### src/hw/rtl/ftov_pkg.sv
`default_nettype none

package ftov_pkg;

  localparam int NUM_FRAMES_DEF = 64;

  localparam logic [2:0] KIND_ALLOC   = 3'd0;
  localparam logic [2:0] KIND_INSTALL = 3'd1;
  localparam logic [2:0] KIND_FREE    = 3'd2;
  localparam logic [2:0] KIND_FIND    = 3'd3;
  localparam logic [2:0] KIND_PIN     = 3'd4;
  localparam logic [2:0] KIND_UNPIN   = 3'd5;

  localparam logic [1:0] ST_OK       = 2'd0;
  localparam logic [1:0] ST_MISS     = 2'd1;
  localparam logic [1:0] ST_NOVICTIM = 2'd2;

  typedef struct packed {
    logic [2:0]  kind;
    logic [5:0]  frame_slot;
    logic [7:0]  owner_id;
    logic [19:0] user_page;
    logic [31:0] now_tick;
  } req_t;

  typedef struct packed {
    logic [1:0]  status;
    logic [5:0]  result_slot;
    logic        evicted;
    logic [7:0]  evicted_owner;
    logic [19:0] evicted_page;
  } rsp_t;

  typedef struct packed {
    logic        valid;
    logic        pinned;
    logic [7:0]  owner;
    logic [19:0] page;
    logic [31:0] stamp;
  } entry_t;

endpackage

`default_nettype wire

### src/hw/rtl/frame_table_oldest_victim.sv
// Channel  Direction  Handshake             Payload
// in       input      in_valid / in_ready   in_data   (ftov_pkg::req_t)
// out      output     out_valid / out_ready out_data  (ftov_pkg::rsp_t)
//
// Allocate, find and unpin read the whole table through the single read port of the
// entry memory, one entry per cycle. Install, free and pin read one entry and write
// it back if the slot is in range and holds a valid entry. After reset a clearing
// pass writes every entry to zero before the first transaction is accepted.
// A result waiting in the output register does not block the next transaction from
// being accepted; only its completion waits for the output register to drain.
`default_nettype none

module frame_table_oldest_victim #(
  parameter int NUM_FRAMES = ftov_pkg::NUM_FRAMES_DEF
) (
  input  wire logic           clk,
  input  wire logic           rst_n,
  input  wire logic           in_valid,
  output      logic           in_ready,
  input  wire ftov_pkg::req_t in_data,
  output      logic           out_valid,
  input  wire logic           out_ready,
  output      ftov_pkg::rsp_t out_data
);

  localparam int IDX_W = (NUM_FRAMES > 1) ? $clog2(NUM_FRAMES) : 1;
  localparam logic [IDX_W-1:0] LAST = IDX_W'(NUM_FRAMES - 1);

  typedef enum logic [5:0] {
    S_CLEAR = 6'b000001,
    S_IDLE  = 6'b000010,
    S_SCAN  = 6'b000100,
    S_CHECK = 6'b001000,
    S_APPLY = 6'b010000,
    S_RESP  = 6'b100000
  } state_t;

  state_t           state_r, state_nxt;
  logic [IDX_W-1:0] idx_r, idx_nxt;
  ftov_pkg::req_t   req_r, req_nxt;
  logic             in_range_r, in_range_nxt;
  logic [IDX_W-1:0] slot_r, slot_nxt;
  logic             free_found_r, free_found_nxt;
  logic [IDX_W-1:0] free_idx_r, free_idx_nxt;
  logic             vic_r, vic_nxt;
  logic [IDX_W-1:0] vic_idx_r, vic_idx_nxt;
  logic [31:0]      best_age_r, best_age_nxt;
  logic [7:0]       vic_owner_r, vic_owner_nxt;
  logic [19:0]      vic_page_r, vic_page_nxt;
  logic             hit_r, hit_nxt;
  logic [IDX_W-1:0] hit_idx_r, hit_idx_nxt;
  ftov_pkg::rsp_t   res_r, res_nxt;
  logic             out_valid_r, out_valid_nxt;
  ftov_pkg::rsp_t   out_data_r, out_data_nxt;

  ftov_pkg::entry_t mem [NUM_FRAMES];
  ftov_pkg::entry_t rd_data_r;
  logic [IDX_W-1:0] rd_addr;
  logic             wr_en;
  logic [IDX_W-1:0] wr_addr;
  ftov_pkg::entry_t wr_data;

  ftov_pkg::entry_t e;
  logic [31:0]      age;
  logic             owner_eq;
  logic             in_range_in;
  logic [IDX_W-1:0] slot_in;
  logic             in_fire;
  logic             chk_ok;

  assign e           = rd_data_r;
  assign age         = req_r.now_tick - e.stamp;
  assign owner_eq    = (e.owner == req_r.owner_id);
  assign in_range_in = (32'(in_data.frame_slot) < 32'(NUM_FRAMES));
  assign slot_in     = IDX_W'(in_data.frame_slot);
  assign in_ready    = (state_r == S_IDLE);
  assign in_fire     = in_valid && in_ready;
  assign chk_ok      = in_range_r && e.valid;
  assign out_valid   = out_valid_r;
  assign out_data    = out_data_r;

  always_ff @(posedge clk) begin
    if (wr_en) begin
      mem[wr_addr] <= wr_data;
    end
    rd_data_r <= mem[rd_addr];
  end

  always_comb begin
    state_nxt      = state_r;
    idx_nxt        = idx_r;
    req_nxt        = req_r;
    in_range_nxt   = in_range_r;
    slot_nxt       = slot_r;
    free_found_nxt = free_found_r;
    free_idx_nxt   = free_idx_r;
    vic_nxt        = vic_r;
    vic_idx_nxt    = vic_idx_r;
    best_age_nxt   = best_age_r;
    vic_owner_nxt  = vic_owner_r;
    vic_page_nxt   = vic_page_r;
    hit_nxt        = hit_r;
    hit_idx_nxt    = hit_idx_r;
    res_nxt        = res_r;
    out_valid_nxt  = out_valid_r && !out_ready;
    out_data_nxt   = out_data_r;
    rd_addr        = idx_r;
    wr_en          = 1'b0;
    wr_addr        = idx_r;
    wr_data        = e;

    unique case (state_r)
      S_CLEAR: begin
        wr_en   = 1'b1;
        wr_data = '0;
        idx_nxt = idx_r + 1'b1;
        if (idx_r == LAST) begin
          idx_nxt   = '0;
          state_nxt = S_IDLE;
        end
      end
      S_IDLE: begin
        if (in_valid) begin
          req_nxt        = in_data;
          in_range_nxt   = in_range_in;
          slot_nxt       = slot_in;
          free_found_nxt = 1'b0;
          vic_nxt        = 1'b0;
          hit_nxt        = 1'b0;
          idx_nxt        = '0;
          rd_addr        = '0;
          res_nxt        = '0;
          unique case (in_data.kind) inside
            ftov_pkg::KIND_ALLOC, ftov_pkg::KIND_FIND, ftov_pkg::KIND_UNPIN: begin
              state_nxt = S_SCAN;
            end
            ftov_pkg::KIND_INSTALL, ftov_pkg::KIND_FREE, ftov_pkg::KIND_PIN: begin
              if (in_range_in) begin
                rd_addr = slot_in;
              end
              state_nxt = S_CHECK;
            end
            default: begin
              res_nxt.status = ftov_pkg::ST_MISS;
              state_nxt      = S_RESP;
            end
          endcase
        end
      end
      S_SCAN: begin
        rd_addr = (idx_r == LAST) ? idx_r : idx_r + 1'b1;
        idx_nxt = idx_r + 1'b1;
        unique case (req_r.kind)
          ftov_pkg::KIND_ALLOC: begin
            if (!e.valid && !free_found_r) begin
              free_found_nxt = 1'b1;
              free_idx_nxt   = idx_r;
            end
            if (e.valid && !e.pinned && (!vic_r || age > best_age_r)) begin
              vic_nxt       = 1'b1;
              vic_idx_nxt   = idx_r;
              best_age_nxt  = age;
              vic_owner_nxt = e.owner;
              vic_page_nxt  = e.page;
            end
          end
          ftov_pkg::KIND_FIND: begin
            if (!hit_r && e.valid && owner_eq && e.page == req_r.user_page) begin
              hit_nxt     = 1'b1;
              hit_idx_nxt = idx_r;
            end
          end
          ftov_pkg::KIND_UNPIN: begin
            wr_en          = e.valid && owner_eq;
            wr_data.pinned = 1'b0;
          end
          default: begin
          end
        endcase
        if (idx_r == LAST) begin
          idx_nxt   = '0;
          state_nxt = S_APPLY;
        end
      end
      S_CHECK: begin
        wr_addr = slot_r;
        wr_en   = chk_ok;
        unique case (req_r.kind)
          ftov_pkg::KIND_INSTALL: begin
            wr_data.page = req_r.user_page;
          end
          ftov_pkg::KIND_FREE: begin
            wr_data.valid  = 1'b0;
            wr_data.pinned = 1'b0;
          end
          ftov_pkg::KIND_PIN: begin
            wr_data.pinned = 1'b1;
          end
          default: begin
            wr_en = 1'b0;
          end
        endcase
        res_nxt        = '0;
        res_nxt.status = chk_ok ? ftov_pkg::ST_OK : ftov_pkg::ST_MISS;
        state_nxt      = S_RESP;
      end
      S_APPLY: begin
        res_nxt       = '0;
        wr_data       = '0;
        wr_data.valid = 1'b1;
        wr_data.owner = req_r.owner_id;
        wr_data.stamp = req_r.now_tick;
        unique case (req_r.kind)
          ftov_pkg::KIND_ALLOC: begin
            if (free_found_r) begin
              wr_en               = 1'b1;
              wr_addr             = free_idx_r;
              res_nxt.status      = ftov_pkg::ST_OK;
              res_nxt.result_slot = 6'(free_idx_r);
            end else if (vic_r) begin
              wr_en                 = 1'b1;
              wr_addr               = vic_idx_r;
              res_nxt.status        = ftov_pkg::ST_OK;
              res_nxt.result_slot   = 6'(vic_idx_r);
              res_nxt.evicted       = 1'b1;
              res_nxt.evicted_owner = vic_owner_r;
              res_nxt.evicted_page  = vic_page_r;
            end else begin
              res_nxt.status = ftov_pkg::ST_NOVICTIM;
            end
          end
          ftov_pkg::KIND_FIND: begin
            if (hit_r) begin
              res_nxt.status      = ftov_pkg::ST_OK;
              res_nxt.result_slot = 6'(hit_idx_r);
            end else begin
              res_nxt.status = ftov_pkg::ST_MISS;
            end
          end
          ftov_pkg::KIND_UNPIN: begin
            res_nxt.status = ftov_pkg::ST_OK;
          end
          default: begin
            res_nxt.status = ftov_pkg::ST_MISS;
          end
        endcase
        state_nxt = S_RESP;
      end
      S_RESP: begin
        if (!out_valid_r || out_ready) begin
          out_valid_nxt = 1'b1;
          out_data_nxt  = res_r;
          state_nxt     = S_IDLE;
        end
      end
      default: begin
        state_nxt = S_CLEAR;
        idx_nxt   = '0;
      end
    endcase
  end

  always_ff @(posedge clk) begin
    if (!rst_n) begin
      state_r     <= S_CLEAR;
      idx_r       <= '0;
      out_valid_r <= 1'b0;
    end else begin
      state_r     <= state_nxt;
      idx_r       <= idx_nxt;
      out_valid_r <= out_valid_nxt;
    end
  end

  always_ff @(posedge clk) begin
    req_r        <= req_nxt;
    in_range_r   <= in_range_nxt;
    slot_r       <= slot_nxt;
    free_found_r <= free_found_nxt;
    free_idx_r   <= free_idx_nxt;
    vic_r        <= vic_nxt;
    vic_idx_r    <= vic_idx_nxt;
    best_age_r   <= best_age_nxt;
    vic_owner_r  <= vic_owner_nxt;
    vic_page_r   <= vic_page_nxt;
    hit_r        <= hit_nxt;
    hit_idx_r    <= hit_idx_nxt;
    res_r        <= res_nxt;
    out_data_r   <= out_data_nxt;
  end

  // The table is never written while the block waits for a transaction.
  a_no_write_idle: assert property (@(posedge clk) disable iff (!rst_n)
    (state_r == S_IDLE) |-> !wr_en)
    else $error("table written while idle");

  a_accept_leaves_idle: assert property (@(posedge clk) disable iff (!rst_n)
    in_fire |=> (state_r != S_IDLE))
    else $error("accepted transaction did not start");

  a_resp_loads_output: assert property (@(posedge clk) disable iff (!rst_n)
    (state_r == S_RESP && !out_valid_r) |=> (out_valid_r && state_r == S_IDLE))
    else $error("result not delivered to an empty output register");

  a_scan_in_table: assert property (@(posedge clk) disable iff (!rst_n)
    (state_r == S_SCAN || state_r == S_CLEAR) |-> (idx_r <= LAST))
    else $error("scan index beyond table");

endmodule

`default_nettype wire

### config.mk
export PLATFORM = sky130hd
export DESIGN_NAME = frame_table_oldest_victim
export DESIGN_NICKNAME = d
export VERILOG_FILES = /design/src/hw/rtl/ftov_pkg.sv /design/src/hw/rtl/frame_table_oldest_victim.sv
export SDC_FILE = /design/constraint.sdc
export NUM_CORES = 2
export LEC_CHECK = 0
export BUFFER_PORTS_ARGS = -buffer_cell sky130_fd_sc_hd__buf_2
export CORE_ASPECT_RATIO = 1.4
export CORE_MARGIN = 4
export CORE_UTILIZATION = 39
export CTS_CLUSTER_SIZE = 28
export DETAILED_ROUTE_END_ITERATION = 6
export MAX_ROUTING_LAYER = met4
export PLACE_DENSITY = 0.55
export RECOVER_POWER = 25
export SETUP_SLACK_MARGIN = 0.4
export SKIP_LAST_GASP = 1
export SLEW_MARGIN = 40
export SYNTH_ARGS = -nofsm -noshare
export SYNTH_HDL_FRONTEND = slang
export SYNTH_SLANG_ARGS = --single-unit
### constraint.sdc
create_clock -name clk -period 10.2 [get_ports clk]
set_clock_uncertainty 0.1 [all_clocks]
set_input_delay 0.51 -clock clk [delete_from_list [all_inputs] [get_ports clk]]
set_output_delay 0.51 -clock clk [all_outputs]
set_load 0.02 [all_outputs]
# == Word-level counts from Yosys, hierarchy flattened ==
# Memory sizes are Yosys's and may differ from the RTL's. A register that Yosys moved wholly into a read port is not among the register bits.
# Cells that the tools add are included.
# totals
memories,1
ff_bits,237
ram_bits,3968
output_inout_bits,39
# memory_table
name,depth,word_bits,rd,rd_ports_with_merged_regs,wr,line_no,source
mem,64,62,1,1,1,frame_table_oldest_victim.sv:56,ftov_pkg::entry_t mem [NUM_FRAMES];
# op_classes
bitwise_logic,1
magnitude_cmp,1
n_eq_ne,28
n_addsub,2
mux,59
n_reduce_logical,40
# ops
cell,n
$pmux 37 s3,1
$mux 6,13
$pmux 32 s2,1
$mux 29,2
$pmux 6 s2,4
$pmux 20 s2,1
$mux 37,1
$mux 35,1
$gt 32x32->1,1
$sub 32x32->32,1
$pmux 6 s5,1
$mux 1,21
$eq 20x20->1,1
$mux 20,1
$ne 2x2->1 const B,9
$pmux 6 s3,1
$pmux 8 s2,1
$reduce_and 4->1,4
$eq 3x2->1 const B,4
$eq 3x3->1 const B,4
$eq 6x6->1 const B,2
$reduce_or 3->1,4
$reduce_and 3->1,3
$eq 8x8->1,1
23 further kinds,48

# == Logic depth before layout (Yosys ltp) ==
# depth
depth_word,7
ltp_mapped,23
ltp_nobuf,23

# == Least setup slack after synthesis ==
# Ideal clock, no wire load.
# synth_timing
path_type,register -> register
startpoint,register req_r[4] (netlist name)
endpoint,"register best_age_r[0], enable pin"
arrival_ns,6.783
setup_time_ns,0.490
n_path_buf,0
period_less_slack_ns,7.374
stages_incl_launch_ff,17
path_slack_ns,2.826
cell_sequence,edfxtp_1 > ha_1 > a2111o_1 > o2111ai_1 > a31oi_1 > and3_1 > o41ai_1 > o2111ai_1 > a21oi_1 > xnor2_1 > ha_1 > nand4_1 > nor4_1 > nand2_1 > nor4_1 > or4b_2 > nor2_1
# synth_between
elab_chain_len,5
# synth_rtl
element,line_no,source
"start, declared",frame_table_oldest_victim.sv:40,"ftov_pkg::req_t req_r, req_nxt;"
"start signal, assigned",frame_table_oldest_victim.sv:276,req_r <= req_nxt;
$sub 32x32->32,frame_table_oldest_victim.sv:72,assign age = req_r.now_tick - e.stamp;
via age[31],frame_table_oldest_victim.sv:64,logic [31:0] age;
$gt 32x32->1,frame_table_oldest_victim.sv:159,if (e.valid && !e.pinned && (!vic_r || age > best_age_r)) begin
$logic_or 1x1->1,frame_table_oldest_victim.sv:159,
$logic_and 1x1->1,frame_table_oldest_victim.sv:159,
$reduce_and 3->1 (no source line),-,
"end signal, assigned",frame_table_oldest_victim.sv:283,best_age_r <= best_age_nxt;
"end, declared",frame_table_oldest_victim.sv:47,"logic [31:0] best_age_r, best_age_nxt;"
# The timed path passes the listed nets, and every way through them passes these cells.
# A chain may end at the register's enable or synchronous reset.

==> run_results.csv <==
group,metric,value,unit
outcome,status,"finished, violations left",
outcome,violations,"DRC, capacitance limit, slew limit",
global_route,first_global_vias,99868,
synth,synth-simple-area-share,13.96,%
setup_path,cpPeakStageDelay,2.16,ns
setup_path,worst_ep_required_time,10.41,ns
die,start_util,39.20,%
sta,slew-limit-headroom,-122.5,%
place,placer_congestion,0.8784,
cts,post_cts.repair.setup_buffers,0,
synth,netlist_area,166600,um^2
sta,period_minus_slack,7.085,ns
cts,clock_tree_buffer_depth,4,
global_route,globalRouteOverflowTotal,0,
global_route,initial_antenna_violation_count,27,
synth,synth-edff-count,4192,
global_route,grt_max_degree,155,
finish,flow.area_growth_from_synthesis,13.35,%
synth,synthesis.nets,12015,
drt,total_routed_wirelength,555000,um
die,die-width,560.3,um
synth,synth.mux.area_fraction,2.237,%
drt,post_detailed_route_count_of_antenna_violating_nets,0,
drt,route.detailed.drc,3,
die,die-height,781.2,um
global_route,global_route_wire_length_before_repair,773500,um
drt,avgRoutedWirePerCell,30.87,um
finish,layout-drive-gt1-share,8.586,%
cts,clk_root_buffer_cell,"clkbuf_16",
die,die_area,437700,um^2
setup_path,crit_path_top_delay_cell,"clkbuf_1",
cts,cts_inserted_buffers,396,
place,buffers_added_on_ports,111,
drt,detailedRoute.firstIterationViolations,13379,
synth,synth-async-reset-ratio,0,%
place,dpl.hpwl,304700,um
setup_path,criticalPathCategory,"flop to flop",
finish,fill_cells,37483,
sta,worst_slew_pin_slew,3.338,ns
die,floorplan.core_area,424900,um^2
synth,synth-compound-area-share,4.380,%
sta,hold_slack,0.1463,ns
power_and_ir_drop,total_power,0.04917,W
sta,unrepaired_setup_endpoints_after_global_routing,"no",
sta,hold_viol,0,
synth,syn_area_per_cell,14.02,um^2
setup_path,crit_fanout,64,
sta,finalCritPeriodShare,69.46,%
finish,layout.nets,12194,
synth,adder_cell_share_of_the_synthesized_area,0.5003,%
power_and_ir_drop,power.static_leakage,64.24,nW
die,top_level_port_count,112,
job,drv.max_cap_violation_count,31,
drt,vias_per_cell,5.870,
synth,synth_xor_xnor_area_share,0.3050,%
sta,finalSetupViolations,0,
cts,worst_setup_hold_path_clk_slew,0.07,ns
setup_path,crit_path_cell_trace,"nor4_1 > and3b_1 > clkbuf_1 > a22o_2 > clkbuf_1 > clkbuf_1",
worst_hold_path,class_of_the_tightest_hold_or_removal_check,"input pin to flop",
synth,ys_seq_elements,4267,
cts,clock_tree.htree_level_count,5,
global_route,global_route.usage.total,25.27,%
die,row_count,283,
setup_path,endpoint_kind,"flop",
setup_path,start_kind,"flop",
cts,clock_sinks,4267,
synth,synth.yosys.seq_area_share,76.48,%
power_and_ir_drop,cellPowerDensity,260.5,nW/um^2
setup_path,worst-endpoint-arrival,7.30,ns
synth,synthFlopType,"edfxtp_1",
sta,totalNegativeSetupSlack,0,ns
synth,ys.warnings.count,0,
sta,max_freq,141.2,MHz
sta,finalMaxSlewViolations,1934,
synth,netlist_instances,11876,
drt,drt_first_pass_iters,7,
power_and_ir_drop,ir_drop,0.2444,mV
cts,worstSkewPairLatency,0.98,ns
synth,netlist-cell-type-count,78,
drt,dr_total_vias,105518,
cts,tritoncts,"built",
synth,synth_top_family_by_area,"simple AND/OR/NAND/NOR gates",
setup_path,critPathMostFrequentCell,"clkbuf_1",
## area by class of cell
| type | instances | area, um^2 | area share (%) |
|---|---|---|---|
| Multi-Input combinational cell | 6782 | 36390 | 19.28 |
| Clock buffer | 499 | 10550 | 5.590 |
| Sequential cell | 4267 | 127400 | 67.47 |
| Inverter | 81 | 305.3 | 0.1617 |
| Tap cell | 5557 | 6953 | 3.683 |
| Antenna cell | 38 | 95.09 | 0.05037 |
| Timing Repair Buffer | 527 | 4877 | 2.583 |
| Clock inverter | 225 | 2227 | 1.180 |
## registers in the layout, indices dropped and copies added, names as in the netlist, 6 cells and up
| signal | cells |
|---|---|
| req_r | 63 |
| out_data | 37 |
| slot_r | 6 |
| vic_owner_r | 8 |
| vic_idx_r | 6 |
| mem | 3968 |
| idx_r | 6 |
| e | 62 |
| best_age_r | 32 |
| hit_idx_r | 6 |
| state_r | 6 |
| vic_page_r | 20 |
| free_idx_r | 6 |
| res_r | 37 |
## placed cells by master, fill, tap and decap left out, types with 25 or more instances in the layout
master	Yosys	layout
clkbuf_16	0	402
o22ai_1	62	62
edfxtp_1	4192	4192
dlygate4sd3_1	0	72
a211oi_1	66	66
clkinv_2	1	78
mux2i_1	370	370
clkinv_1	0	74
diode_2	0	38
buf_12	0	44
nor2_1	122	53
buf_6	17	39
o31a_1	63	63
or4_1	61	61
nand4_1	387	387
nand2_1	3224	3217
inv_1	80	80
o21ai_0	25	25
nor2_4	0	70
a21o_1	30	30
a32oi_1	312	312
clkbuf_1	489	201
xnor2_1	38	38
and3_1	71	71
dfxtp_1	75	72
a21oi_1	159	159
nand3_1	1328	1327
buf_4	27	193
bufinv_16	0	41
ha_1	65	65
a31oi_1	131	131
a22o_2	0	39
buf_2	174	27
## cell usage after synthesis, drive strengths merged, types with 63 or more instances
| master | count | area [um^2] |
|---|---|---|
| and3 | 71 | 444.2 |
| buf | 257 | 1423 |
| nand4 | 387 | 2421 |
| nand3 | 1328 | 6646 |
| o31a | 63 | 551.8 |
| edfxtp | 4192 | 125900 |
| a31oi | 131 | 819.5 |
| dfxtp | 75 | 1501 |
| a211oi | 67 | 515.5 |
| ha | 65 | 813.3 |
| a21oi | 160 | 804.5 |
| a32oi | 312 | 2733 |
| nor2 | 123 | 464.2 |
| clkbuf | 489 | 1836 |
| inv | 80 | 300.3 |
| nand2 | 3224 | 12100 |
| mux2i | 370 | 3704 |
## routing by layer
metal / wire length, um / vias up / global-route usage [%]
met3: 47380 / 1254 / 4.087
met1: 209000 / 54082 / 31.14
met5: 0 / - / -
li1: - / 44812 / -
met2: 270900 / 5370 / 41.32
met4: 27680 / 0 / 11.00
## repair_timing
item | CTS | global route
resized for setup | 0 | 0
endpoints found under the hold margin | 83 | 0
hold buffers | 72 | 0
## path summary, 6_finish.rpt
| check | start | endpoint | slack, ns | cells past startpoint |
|---|---|---|---|---|
| setup reg to reg | state_r[0] | mem[16][23] | 3.12 | 6 |
| hold / removal | in_data[34] | req_r[34] | 0.15 | 2 |
| hold reg to reg | res_r[14] | out_data[14] | 0.27 | 0 |
| setup / recovery | state_r[0] | mem[16][23] | 3.12 | 6 |
## power by group
group	total, W	switching [W]	internal (W)	leakage, nW
registers	0.0226	0.000502	0.0221	39.2
clock network	0.0149	0.00651	0.00837	6.25
logic	0.0117	0.00889	0.00283	18.8
## metrics by stage
step                util (%)  setup WS (ns)  std cells  cell area (um^2)
finish                 44.43          3.115      17976            188800
detailed placement     41.29          3.889      17133            175500
CTS                    44.47          3.842      17929            189000
global placement       41.02          3.181      17094            174300
global route           44.43          2.800      17970            188800
floorplan                  -          2.826      11876            166600
## kinds of logic after synthesis
group           after synthesis
buf+inv                     827
compound gates              981
mux                         372
simple gates               5305
flops                      4267
fa+ha+maj                    66
xor+xnor                     58
## worst max-delay path, delay by kind of cell, from the launching register on
kind	cells	cell delay, ns
compound gates	1	0.41
buf+inv	3	4.53
flops	1	0.39
simple gates	2	0.84
Power figures use the tool's default switching activity.
